<file path="src/sv/jes_pkg.sv">
`timescale 1ns / 1ps

package jes_pkg;

    localparam int SIZE_W = 18;
    localparam int POS_W  = 19;
    localparam int NMP_W  = 20;
    localparam int LEN_W  = 16;

    localparam logic [7:0] MK_FILL = 8'hFF;
    localparam logic [7:0] MK_SOI  = 8'hD8;
    localparam logic [7:0] MK_EOI  = 8'hD9;
    localparam logic [7:0] MK_RST0 = 8'hD0;
    localparam logic [7:0] MK_RST7 = 8'hD7;
    localparam logic [7:0] MK_SOS  = 8'hDA;
    localparam logic [7:0] MK_APP1 = 8'hE1;

    localparam logic [2:0] ST_END     = 3'd0;
    localparam logic [2:0] ST_SOS     = 3'd1;
    localparam logic [2:0] ST_BAD_LEN = 3'd2;
    localparam logic [2:0] ST_NO_SOI  = 3'd3;
    localparam logic [2:0] ST_SHORT   = 3'd4;

    typedef struct packed {
        logic              cand;
        logic [SIZE_W-1:0] poff;
        logic [LEN_W-1:0]  plen;
        logic              done;
        logic [2:0]        status;
    } t_result;

    // "Exif\0\0", indexed by check step 1..6
    function automatic logic [7:0] sig_byte(input logic [2:0] idx);
        logic [7:0] b;
        b = 8'h00;
        unique case (idx)
            3'd1:    b = 8'h45;
            3'd2:    b = 8'h78;
            3'd3:    b = 8'h69;
            3'd4:    b = 8'h66;
            default: b = 8'h00;
        endcase
        return b;
    endfunction

endpackage

</file>
<file path="src/sv/jes_scan_core.sv">
`timescale 1ns / 1ps

module jes_scan_core (
    input  logic                    i_clk,
    input  logic                    i_rst_n,
    input  logic                    i_step,
    input  logic [7:0]              i_byte,
    input  logic                    i_first,
    input  logic                    i_last,
    input  logic [jes_pkg::SIZE_W-1:0] i_size,
    output logic                    o_res_valid,
    output jes_pkg::t_result        o_res
);
    import jes_pkg::*;

    localparam logic [2:0] PH_IDLE  = 3'd0;
    localparam logic [2:0] PH_SOI0  = 3'd1;
    localparam logic [2:0] PH_SOI1  = 3'd2;
    localparam logic [2:0] PH_SEEK  = 3'd3;
    localparam logic [2:0] PH_MARK  = 3'd4;
    localparam logic [2:0] PH_LENHI = 3'd5;
    localparam logic [2:0] PH_LENLO = 3'd6;
    localparam logic [2:0] PH_DRAIN = 3'd7;

    logic [2:0]       r_phase, n_phase;
    logic [POS_W-1:0] r_pos,   n_pos;
    logic [NMP_W-1:0] r_nmp,   n_nmp;
    logic [7:0]       r_mc,    n_mc;
    logic [LEN_W-1:0] r_seg,   n_seg;
    logic [2:0]       r_sig,   n_sig;

    t_result          res;

    always_comb begin
        logic [POS_W-1:0]  pos;
        logic [POS_W-1:0]  poff;
        logic [POS_W-1:0]  room;
        logic [NMP_W-1:0]  tgt;
        logic              set_en;
        logic              end_en;
        logic              fin_en;
        logic [2:0]        fin_st;
        logic [NMP_W:0]    size_x;

        n_phase = r_phase;
        n_pos   = r_pos;
        n_nmp   = r_nmp;
        n_mc    = r_mc;
        n_seg   = r_seg;
        n_sig   = r_sig;
        res     = '0;
        pos     = '0;
        poff    = '0;
        room    = '0;
        tgt     = '0;
        set_en  = 1'b0;
        end_en  = 1'b0;
        fin_en  = 1'b0;
        fin_st  = ST_END;
        size_x  = {{(NMP_W+1-SIZE_W){1'b0}}, i_size};

        if (i_step) begin
            if (i_first) begin
                n_phase = PH_SOI0;
                n_pos   = '0;
                n_nmp   = NMP_W'(2);
                n_mc    = '0;
                n_seg   = '0;
                n_sig   = '0;
            end
            if (n_phase != PH_IDLE) begin
                pos = n_pos;

                if (n_sig >= 3'd1 && n_sig <= 3'd6) begin
                    if (i_byte == sig_byte(n_sig)) begin
                        if (n_sig == 3'd6) begin
                            n_sig    = '0;
                            res.cand = 1'b1;
                            poff     = pos - POS_W'(5);
                            room     = ({1'b0, i_size} > poff) ?
                                       ({1'b0, i_size} - poff) : '0;
                            res.poff = poff[SIZE_W-1:0];
                            res.plen = n_seg - LEN_W'(2);
                            if ({{(POS_W-LEN_W){1'b0}}, res.plen} > room)
                                res.plen = room[LEN_W-1:0];
                        end else begin
                            n_sig = n_sig + 3'd1;
                        end
                    end else begin
                        n_sig = '0;
                    end
                end else begin
                    n_sig = '0;
                end

                unique case (n_phase)
                    PH_SOI0: begin
                        if (i_size < SIZE_W'(4)) begin
                            fin_en = 1'b1;
                            fin_st = ST_SHORT;
                        end else if (i_byte != MK_FILL) begin
                            fin_en = 1'b1;
                            fin_st = ST_NO_SOI;
                        end else begin
                            n_phase = PH_SOI1;
                        end
                    end
                    PH_SOI1: begin
                        if (i_byte != MK_SOI) begin
                            fin_en = 1'b1;
                            fin_st = ST_NO_SOI;
                        end else begin
                            set_en = 1'b1;
                            tgt    = NMP_W'(2);
                        end
                    end
                    PH_SEEK: begin
                        if ({1'b0, n_nmp} + (NMP_W+1)'(4) > size_x) begin
                            end_en = 1'b1;
                        end else if ({1'b0, pos} >= n_nmp) begin
                            if (i_byte == MK_FILL) begin
                                n_phase = PH_MARK;
                            end else begin
                                set_en = 1'b1;
                                tgt    = {1'b0, pos} + NMP_W'(1);
                            end
                        end
                    end
                    PH_MARK: begin
                        if (i_byte == MK_FILL) begin
                            n_nmp = {1'b0, pos};
                            if ({2'b0, pos} + (NMP_W+1)'(4) > size_x)
                                end_en = 1'b1;
                        end else if (i_byte == MK_SOI || i_byte == MK_EOI ||
                                     (i_byte >= MK_RST0 && i_byte <= MK_RST7)) begin
                            set_en = 1'b1;
                            tgt    = {1'b0, pos} + NMP_W'(1);
                        end else if (i_byte == MK_SOS) begin
                            fin_en = 1'b1;
                            fin_st = ST_SOS;
                        end else begin
                            n_mc    = i_byte;
                            n_phase = PH_LENHI;
                        end
                    end
                    PH_LENHI: begin
                        n_seg   = {i_byte, 8'h00};
                        n_phase = PH_LENLO;
                    end
                    PH_LENLO: begin
                        n_seg = {n_seg[LEN_W-1:8], i_byte};
                        if (n_seg < LEN_W'(2)) begin
                            fin_en = 1'b1;
                            fin_st = ST_BAD_LEN;
                        end else begin
                            if (n_mc == MK_APP1 &&
                                {2'b0, pos} + (NMP_W+1)'(7) <= size_x)
                                n_sig = 3'd1;
                            set_en = 1'b1;
                            tgt    = {1'b0, pos} - NMP_W'(1)
                                   + {{(NMP_W-LEN_W){1'b0}}, n_seg};
                        end
                    end
                    PH_DRAIN: begin
                        if (n_sig == '0)
                            fin_en = 1'b1;
                    end
                    default: begin
                        n_phase = PH_IDLE;
                    end
                endcase

                if (set_en) begin
                    n_nmp = tgt;
                    if ({1'b0, tgt} + (NMP_W+1)'(4) > size_x)
                        end_en = 1'b1;
                    else
                        n_phase = PH_SEEK;
                end
                if (end_en) begin
                    if (n_sig != '0)
                        n_phase = PH_DRAIN;
                    else
                        fin_en = 1'b1;
                end
                if (i_last && !fin_en && n_phase != PH_IDLE) begin
                    n_sig  = '0;
                    fin_en = 1'b1;
                    fin_st = ST_END;
                end
                if (fin_en) begin
                    n_phase    = PH_IDLE;
                    res.done   = 1'b1;
                    res.status = fin_st;
                    if (fin_st != ST_END)
                        n_sig = '0;
                end
                n_pos = pos + POS_W'(1);
            end
        end
    end

    assign o_res       = res;
    assign o_res_valid = res.cand | res.done;

    always_ff @(posedge i_clk) begin
        if (!i_rst_n) begin
            r_phase <= PH_IDLE;
            r_pos   <= '0;
            r_nmp   <= NMP_W'(2);
            r_mc    <= '0;
            r_seg   <= '0;
            r_sig   <= '0;
        end else begin
            r_phase <= n_phase;
            r_pos   <= n_pos;
            r_nmp   <= n_nmp;
            r_mc    <= n_mc;
            r_seg   <= n_seg;
            r_sig   <= n_sig;
        end
    end

`ifndef SYNTHESIS
    a_idle_no_check: assert property (@(posedge i_clk) disable iff (!i_rst_n)
        r_phase == PH_IDLE |-> r_sig == '0)
        else $error("signature check left running after scan end");

    a_drain_has_check: assert property (@(posedge i_clk) disable iff (!i_rst_n)
        r_phase == PH_DRAIN |-> r_sig != '0)
        else $error("drain without a pending signature check");

    a_status_needs_done: assert property (@(posedge i_clk) disable iff (!i_rst_n)
        (o_res_valid && !o_res.done) |-> o_res.status == ST_END)
        else $error("status set without scan end");

    a_done_goes_idle: assert property (@(posedge i_clk) disable iff (!i_rst_n)
        (o_res_valid && o_res.done) |=> r_phase == PH_IDLE || $past(i_first) == 1'b0)
        else $error("scan still open after final status");
`endif

endmodule

</file>
<file path="src/sv/jes_out_stage.sv">
`timescale 1ns / 1ps

module jes_out_stage (
    input  logic             i_clk,
    input  logic             i_rst_n,
    input  logic             i_load,
    input  jes_pkg::t_result i_res,
    output logic             o_can_load,
    output logic             o_tvalid,
    input  logic             i_tready,
    output jes_pkg::t_result o_res
);
    import jes_pkg::*;

    logic    r_valid;
    t_result r_res;

    assign o_can_load = !r_valid || i_tready;
    assign o_tvalid   = r_valid;
    assign o_res      = r_res;

    always_ff @(posedge i_clk) begin
        if (!i_rst_n) begin
            r_valid <= 1'b0;
        end else if (o_can_load) begin
            r_valid <= i_load;
        end
    end

    always_ff @(posedge i_clk) begin
        if (o_can_load && i_load) begin
            r_res <= i_res;
        end
    end

endmodule

</file>
<file path="src/sv/jpeg_exif_segment_locator.sv">
`timescale 1ns / 1ps
// channel   | direction | tdata                      | tuser                 | tlast
// s_axis    | in        | [7:0] data_byte            | [0] first_byte        | last_byte
// m_axis    | out       | [17:0] payload_offset,     | [0] candidate_valid,  | scan_done
//           |           | [33:18] payload_length     | [3:1] done_status     |
// cfg       | in        | [17:0] buffer_length, written when i_cfg_wr_en is high
//
// One byte per cycle while m_axis does not stall. Each item passes an input
// register, combinational marker/length/signature logic, and an output
// register, which holds the result for m_axis.
// At most one result per item; items that give no result leave no output.
// Reset (synchronous, active low) returns the scanner to idle.
// A stalled m_axis holds the output register; the input side stalls only
// while both registers are full.

module jpeg_exif_segment_locator #(
    parameter int MAX_BUFFER_BYTES = 131072
) (
    input  logic        i_clk,
    input  logic        i_rst_n,
    input  logic        i_cfg_wr_en,
    input  logic [17:0] i_cfg_wr_data,  // buffer_length
    input  logic        i_s_axis_tvalid,
    output logic        o_s_axis_tready,
    input  logic [7:0]  i_s_axis_tdata, // [7:0] data_byte
    input  logic [0:0]  i_s_axis_tuser, // [0] first_byte
    input  logic        i_s_axis_tlast,
    output logic        o_m_axis_tvalid,
    input  logic        i_m_axis_tready,
    output logic [39:0] o_m_axis_tdata, // [17:0] payload_offset, [33:18] payload_length
    output logic [3:0]  o_m_axis_tuser, // [0] candidate_valid, [3:1] done_status
    output logic        o_m_axis_tlast
);
    import jes_pkg::*;

    localparam logic [24:0] MAX_SZ = 25'(MAX_BUFFER_BYTES);

    logic [SIZE_W-1:0] r_len;
    logic [SIZE_W-1:0] size;
    logic              r_in_valid;
    logic [7:0]        r_in_byte;
    logic              r_in_first;
    logic              r_in_last;
    logic              can_load;
    logic              step;
    logic              res_valid;
    t_result           res;
    t_result           out_res;

    always_ff @(posedge i_clk) begin
        if (!i_rst_n) begin
            r_len <= '0;
        end else if (i_cfg_wr_en) begin
            r_len <= i_cfg_wr_data;
        end
    end

    assign size = ({7'b0, r_len} > MAX_SZ) ? MAX_SZ[SIZE_W-1:0] : r_len;

    assign step            = r_in_valid && can_load;
    assign o_s_axis_tready = !r_in_valid || can_load;

    always_ff @(posedge i_clk) begin
        if (!i_rst_n) begin
            r_in_valid <= 1'b0;
        end else if (o_s_axis_tready) begin
            r_in_valid <= i_s_axis_tvalid;
        end
    end

    always_ff @(posedge i_clk) begin
        if (o_s_axis_tready && i_s_axis_tvalid) begin
            r_in_byte  <= i_s_axis_tdata;
            r_in_first <= i_s_axis_tuser[0];
            r_in_last  <= i_s_axis_tlast;
        end
    end

    jes_scan_core u_core (
        .i_clk      (i_clk),
        .i_rst_n    (i_rst_n),
        .i_step     (step),
        .i_byte     (r_in_byte),
        .i_first    (r_in_first),
        .i_last     (r_in_last),
        .i_size     (size),
        .o_res_valid(res_valid),
        .o_res      (res)
    );

    jes_out_stage u_out (
        .i_clk     (i_clk),
        .i_rst_n   (i_rst_n),
        .i_load    (res_valid),
        .i_res     (res),
        .o_can_load(can_load),
        .o_tvalid  (o_m_axis_tvalid),
        .i_tready  (i_m_axis_tready),
        .o_res     (out_res)
    );

    assign o_m_axis_tdata = {6'b0, out_res.plen, out_res.poff};
    assign o_m_axis_tuser = {out_res.status, out_res.cand};
    assign o_m_axis_tlast = out_res.done;

endmodule

</file>
<file path="config.mk">
export PLATFORM = sky130hd
export DESIGN_NAME = jpeg_exif_segment_locator
export DESIGN_NICKNAME = d
export VERILOG_FILES = /design/src/sv/jes_pkg.sv /design/src/sv/jes_scan_core.sv /design/src/sv/jes_out_stage.sv /design/src/sv/jpeg_exif_segment_locator.sv
export SDC_FILE = /design/constraint.sdc
export NUM_CORES = 1
export LEC_CHECK = 0
export BUFFER_PORTS_ARGS = -buffer_cell sky130_fd_sc_hd__buf_2
export CAP_MARGIN = 20
export CORE_ASPECT_RATIO = 1.2
export CORE_MARGIN = 5
export CORE_UTILIZATION = 50
export DETAILED_ROUTE_END_ITERATION = 6
export PLACE_DENSITY = 0.76
export SETUP_SLACK_MARGIN = 0.05
export SLEW_MARGIN = 20
export SYNTH_ARGS = -nofsm -noshare
export SYNTH_HDL_FRONTEND = slang
export SYNTH_SLANG_ARGS = --single-unit
</file>
<file path="constraint.sdc">
create_clock -name i_clk -period 9.3 [get_ports i_clk]
set_input_delay 1.86 -clock i_clk [delete_from_list [all_inputs] [get_ports i_clk]]
set_output_delay 1.86 -clock i_clk [all_outputs]
set_load 0.05 [all_outputs]
</file>
Yosys cells after proc, flatten, opt, wreduce, memory -nomap -nowiden
Cells that the tools add are included.
{"block": "classes", "addsub": 12, "mul": 0, "div": 0, "order_cmp": 14, "n_eq_ne": 20, "n_shift": 0, "n_mux": 123, "bitwise": 1, "reduce_logical": 23}
{"operator": "two-way mux 20 bit", "n": 14}
{"operator": "two-way mux 3 bit", "n": 40}
{"operator": "two-way mux 35 bit", "n": 3}
{"operator": "two-way mux 8 bit", "n": 10}
{"operator": "case mux 20 bit (4 select lines)", "n": 1}
{"operator": "two-way mux 39 bit", "n": 2}
{"operator": "two-way mux 19 bit", "n": 4}
{"operator": "two-way mux 16 bit", "n": 4}
{"operator": "greater-than comparator 21 x 18 -> 1 bit", "n": 3}
{"operator": "adder 20 x 3 -> 21 bit (second input constant)", "n": 2}
{"operator": "adder 19 x 3 -> 20 bit (second input constant)", "n": 2}
{"operator": "== test 8 bit (second input constant)", "n": 5}
{"operator": "two-way mux 1 bit", "n": 32}
{"operator": "case mux 16 bit (2 select lines)", "n": 1}
{"operator": "case mux 7 bit (4 select lines)", "n": 1}
{"operator": "<= comparator 21 x 18 -> 1 bit", "n": 1}
{"operator": "adder 19 x 1 -> 20 bit (second input constant)", "n": 1}
{"operator": "adder 20 x 16 -> 20 bit", "n": 1}
{"operator": "greater-or-equal comparator 19 x 20 -> 1 bit", "n": 1}
{"operator": "subtractor 19 x 1 -> 20 bit (second input constant)", "n": 1}
{"operator": "adder 19 x 1 -> 19 bit (second input constant)", "n": 1}
{"operator": "greater-than comparator 16 x 19 -> 1 bit", "n": 1}
{"operator": "greater-than comparator 18 x 19 -> 1 bit", "n": 1}
{"operator": "subtractor 18 x 19 -> 19 bit", "n": 1}
{"operator": "32 further kinds", "n": 60}
{"block": "totals", "regBits": 138, "latch_bits": 0, "ram_bits": 0, "mem_bits_ro": 0, "inputBits": 33, "word_cells": 210, "memories": 0}

Longest topological paths before layout
{"block": "depth", "ltp_word": 35, "ltp_mapped": 39, "depth_no_buf": 34}

Hierarchy
Synthesis repeated with hierarchy kept, for this count alone.
{"block": "hier_totals", "hier_cells": 1838, "area_unflattened_um2": 14071.0}
{"module": "jes_scan_core", "instances": 1, "cells_per_inst": 1695, "area_each_um2": 11639.9, "seq_area_each_um2": 1381.3}
{"module": "jes_out_stage", "instances": 1, "cells_per_inst": 44, "area_each_um2": 1228.7, "seq_area_each_um2": 1191.1}
{"module": "jpeg_exif_segment_locator", "instances": 1, "cells_per_inst": 99, "area_each_um2": 1202.4, "seq_area_each_um2": 680.7}

Worst setup path before layout
Ideal clock, no wire load.
{"block": "synth_path", "path_kind": "register to register", "startpoint": "reg r_in_first", "endpoint": "reg u_out.r_res (netlist bit u_out.o_res[0]), enable pin", "setup_time_ns": 0.434, "arrival_ns": 8.700, "t_required_ns": 8.866, "slack_ns": 0.166, "path_stages_with_launch": 39, "path_buffers": 5, "synth_period_minus_slack_ns": 9.134, "cell_sequence": "edfxtp_1 -> inv_2 -> clkbuf_8 -> clkbuf_1 -> buf_1 -> clkbuf_1 -> nand2_1 -> inv_1 -> ha_1 -> nand4_2 -> or4_4 -> nor3_1 -> xnor2_1 -> ha_1 -> nand4_1 -> or4_2 -> o31ai_4 -> o211ai_2 -> (+3 left out) -> o21ai_0 -> ha_1 -> o2111ai_2 -> nor3_1 -> nand2_1 -> mux2_2 -> o221ai_1 -> ha_1 -> a21o_1 -> a2111oi_0 -> nand4b_1 -> nand2_1 -> o211ai_1 -> and2b_2 -> o2111a_1 -> nor2_1 -> a211oi_1 -> inv_1"}
{"block": "synth_between", "elab_chain_len": 33, "word_cells_on_any_way": 122}
{"item": "start: declaration", "line_no": "jpeg_exif_segment_locator.sv:42", "text": "logic r_in_first;"}
{"item": "start signal: assignment", "line_no": "jpeg_exif_segment_locator.sv:74", "text": "r_in_first <= i_s_axis_tuser[0];"}
{"item": "parallel branches: the longest is 29 deep, another holds adder 20 x 3 -> 21 bit"}
{"item": "two-way mux 39 bit (*)", "line_no": "jes_scan_core.sv:71", "text": "if (n_phase != PH_IDLE) begin"}
{"item": "two-way mux 39 bit (*)", "line_no": "jes_scan_core.sv:62", "text": "if (i_step) begin"}
{"item": "bitwise OR 1 bit (*)", "line_no": "jes_scan_core.sv:204", "text": "assign o_res_valid = res.cand | res.done;"}
{"item": "logical AND 1 bit (*)", "line_no": "jes_out_stage.sv:31", "text": "if (o_can_load && i_load) begin"}
{"item": "end signal: assignment", "line_no": "jes_out_stage.sv:32", "text": "r_res <= i_res;"}
{"item": "end: declaration", "line_no": "jes_out_stage.sv:16", "text": "t_result r_res;"}
Mark *: on every way between the ends. The select of a mux whose other input is x is not followed.
A chain may end at the register's enable or synchronous reset.

Worst setup path after layout
{"block": "layout_path", "startpoint": "reg r_in_first", "endpoint": "reg u_out.r_res (netlist bit u_out.o_res[27]), enable pin"}
Same word-level chain as after synthesis.

==> impl_metrics.env <==
export IMPL_drv_slew=0
export IMPL_ys_seq_elements=138
export IMPL_portBuffers=73
export IMPL_synth_async_sr_flop_share_pct=0
export IMPL_synth_warnings=0
export IMPL_fin_area_sq_um=15400
export IMPL_vias=14400
export IMPL_placed_cells=2238
export IMPL_cts_max_path_buffers=2
export IMPL_combPwrFrac_pct=20.4
export IMPL_p_total_mw=1.69
export IMPL_max_vdd_ir_drop_v=0.000121
export IMPL_h_tree_depth=4
export IMPL_holdPathEnd="u_core.r_mc[1]$_SDFFE_PN0P_"
export IMPL_stdcell_count=2271
export IMPL_grtUsageMet2_pct=51.0
export IMPL_run_status="complete, but fails checks"
export IMPL_core_sq_um=27800
export IMPL_cts_tree="yes"
export IMPL_tightest_slew_ps=1150
export IMPL_vias_per_cell=6.35
export IMPL_firstDrtPassIters=7
export IMPL_worst_path_buf_inv=5
export IMPL_root_buffer="clkbuf_16"
export IMPL_dieArea_sq_um=31600
export IMPL_clkLatencyLatePin_ps=440
export IMPL_ff2ff_path_depth=35
export IMPL_path_class="flop to flop"
export IMPL_worstPathRequired_ps=9430
export IMPL_place_area_sq_um=14800
export IMPL_power_share_clock_pct=40.5
export IMPL_relSlewSlack_pct=22.6
export IMPL_min_period_ps=8740
export IMPL_place_congestion=1.05
export IMPL_grt_max_degree=82
export IMPL_grt_ovfl_total=0
export IMPL_rsz0062_at_grt="false"
export IMPL_wl_microns=51200
export IMPL_maxCapViolCount=0
export IMPL_crit_path_frequent_cell="ha_1"
export IMPL_drive_gt1_share_pct=10.5
export IMPL_synth_area_per_cell_sq_um=7.67
export IMPL_fp_dieW_microns=163
export IMPL_area_delta_synth_final_pct=9.63
export IMPL_critPathMaxStageDelay_ps=610
export IMPL_grt_met3_usage_pct=5.19
export IMPL_drtAntennaViolNets=0
export IMPL_hold_violations=0
export IMPL_first_iter_violations=2093
export IMPL_seq_area_frac_synth_pct=23.2
export IMPL_row_count=67
export IMPL_netlist_instances=1832
export IMPL_io_pins=80
export IMPL_p_leak_nw=6.33
export IMPL_fmax_ghz=0.114
export IMPL_die_h_microns=194
export IMPL_cp_max_fo=39
export IMPL_worst_setup_path_start_kind="flop"
export IMPL_seq_power_share_pct=39.1
export IMPL_yosys_top_cells_area="ha_1, dfxtp_1, edfxtp_1, xnor2_1, nor2_1"
export IMPL_cp_depth=35
export IMPL_r2r_slack_ps=560
export IMPL_track_usage_pct=31.3
export IMPL_period_share_pct=94.0
export IMPL_dp_hpwl_microns=39800
export IMPL_min_from="u_core.r_mc[1]$_SDFFE_PN0P_"
export IMPL_holdPathStages=2
export IMPL_p_switching_uw=553
export IMPL_cts_made_buffers=17
export IMPL_drc=18
export IMPL_use_met1_pct=38.6
export IMPL_finClkSkew_ps=10.6
export IMPL_clkTransAtPathRegs_ps=70
export IMPL_synth_top_area_share_pct=15.3
export IMPL_yosysTopAreaCell="ha_1"
export IMPL_crit_start="r_in_first$_DFFE_PP_"
export IMPL_slowest_stage="or4_2"
export IMPL_violations="design-rule violations"
export IMPL_grt_pass1_vias=13500
export IMPL_finalSetupTns_ps=0
export IMPL_nets=2085
export IMPL_start_util_pct=50.5
export IMPL_synth_edf_count=49
export IMPL_synth_ff_type="dfxtp_1"
export IMPL_hold_buffers=0
export IMPL_syn_area_sq_um=14000
export IMPL_cts_sinks=138
export IMPL_ys_types=98
export IMPL_reg2reg_to="u_out.o_res[27]$_SDFFCE_PN0P_"
export IMPL_switching_share_pct=32.6
export IMPL_antenna_found_initial=1
export IMPL_hold_class="flop to flop"
export IMPL_r2r_start="r_in_first$_DFFE_PP_"
export IMPL_setup_viol=0
export IMPL_grt_pass1_wl_microns=77000
export IMPL_wire_per_inst_microns=22.6
export IMPL_final_core_util_pct=55.3
export IMPL_power_density_nw_per_um2=110
export IMPL_internal_power_mw=1.14
export IMPL_top_usage_layer="met2"
export IMPL_critPathTopFamily="simple AND/OR/NAND/NOR gates"
export IMPL_end_kind="flop"
export IMPL_cp_arrival_ps=8870
state kept, by name (all words and copies together) (netlist names), 3 cells and up:
register,flops
r_in_byte,8
r_len,18
u_core.r_mc,8
u_core.r_nmp,20
u_core.r_phase,3
u_core.r_pos,19
u_core.r_seg,16
u_core.r_sig,3
u_out.o_res,39
how the worst max path moves through the flow:
stage,slack (ps),endpoint
floorplan,170,u_out.o_res[0]$_SDFFCE_PN0P_
global placement,880,u_out.o_res[36]$_SDFFCE_PN0P_
detailed placement,500,u_out.o_res[36]$_SDFFCE_PN0P_
CTS,490,u_out.o_res[36]$_SDFFCE_PN0P_
global route,130,u_out.o_res[36]$_SDFFCE_PN0P_
finish,560,u_out.o_res[27]$_SDFFCE_PN0P_
power groups by stage:
stage	Combinational [mW]	Clock [mW]	Sequential, mW
global placement	0.331	0	0.673
CTS	0.338	0.688	0.660
finish	0.346	0.687	0.662
global route	0.375	0.714	0.663
detailed placement	0.336	0	0.673
floorplan	0.234	0	0.678
synthesized netlist by cell type (29+ instances only):
library cell	number
nor2_1	208
nand2_1	199
ha_1	172
o21ai_0	124
a21oi_1	112
inv_1	108
xnor2_1	93
dfxtp_1	89
clkbuf_1	68
nor3_1	55
edfxtp_1	49
nand3_1	42
a22oi_1	39
xor2_1	31
nand4_1	29
area by class of cell:
| type | instances | area (sq um) |
|---|---|---|
| Inverter | 114 | 428 |
| Fill cell | 2682 | 12400 |
| Clock buffer | 19 | 443 |
| Clock inverter | 13 | 133 |
| Tap cell | 379 | 474 |
| Timing Repair Buffer | 110 | 656 |
| Sequential cell | 138 | 3250 |
| Antenna cell | 1 | 2.50 |
| Multi-Input combinational cell | 1497 | 10000 |
worst register-to-register path, delay by kind of cell, from the launching register on:
family | cells | cell delay [ps]
adder cells (fa/ha/maj) | 4 | 1050
AND/OR/NAND/NOR | 12 | 3010
XOR/XNOR | 1 | 100
multiplexers | 1 | 270
buffers and inverters | 5 | 680
AO/OA/AOI/OAI | 12 | 2780
flip-flops | 1 | 510
kinds of logic after synthesis:
group,after synthesis,synth area share (%)
flops,138,23.2
buf+inv,202,5.90
xor+xnor,124,7.73
mux,26,1.88
simple gates,692,23.6
other cells,1,0.0267
compound gates,475,22.1
fa+ha+maj,174,15.6
cells in the final DEF, fill, tap and decap left out, types with 7 or more instances in the layout:
cell type / count
mux2i_1: 23
and2_1: 11
nand2_1: 199
nand4_1: 29
or2_2: 12
buf_2: 73
edfxtp_1: 49
a22oi_1: 39
o21bai_1: 9
o21a_1: 16
ha_1: 172
a21oi_1: 112
a221oi_1: 9
nand3_1: 42
nand2b_1: 23
o21ai_0: 124
and3_1: 8
or3_1: 10
nor3_1: 54
xnor2_1: 93
nand3b_1: 9
inv_1: 108
o211ai_1: 18
clkbuf_16: 17
dfxtp_1: 89
nor2b_1: 22
nor2_1: 207
buf_4: 36
xor2_1: 31
a21o_1: 27
a31oi_1: 18
o221ai_1: 7
a211oi_1: 26
nor4_1: 17
stage by stage:
| step | setup WS [ps] | hold slack, ps |
|---|---|---|
| after CTS | 492 | 460 |
| after floorplan | 166 | 433 |
| final | 562 | 462 |
| after global placement | 880 | 441 |
| after global routing | 131 | 525 |
| after detailed placement | 504 | 445 |
routing by layer:
metal	wire, microns	vias up
li1	-	6669
met1	19400	6632
met2	23300	908
met3	4880	205
met4	3660	0
met5	0	-
repair_timing:
item | CTS | global route
endpoints found under the setup margin | 0 | 39
endpoints found under the hold margin | 0 | 0
buffers inserted | 0 | 0
resized for setup | 0 | 2
Note: power is estimated with default switching activity, not from simulation.
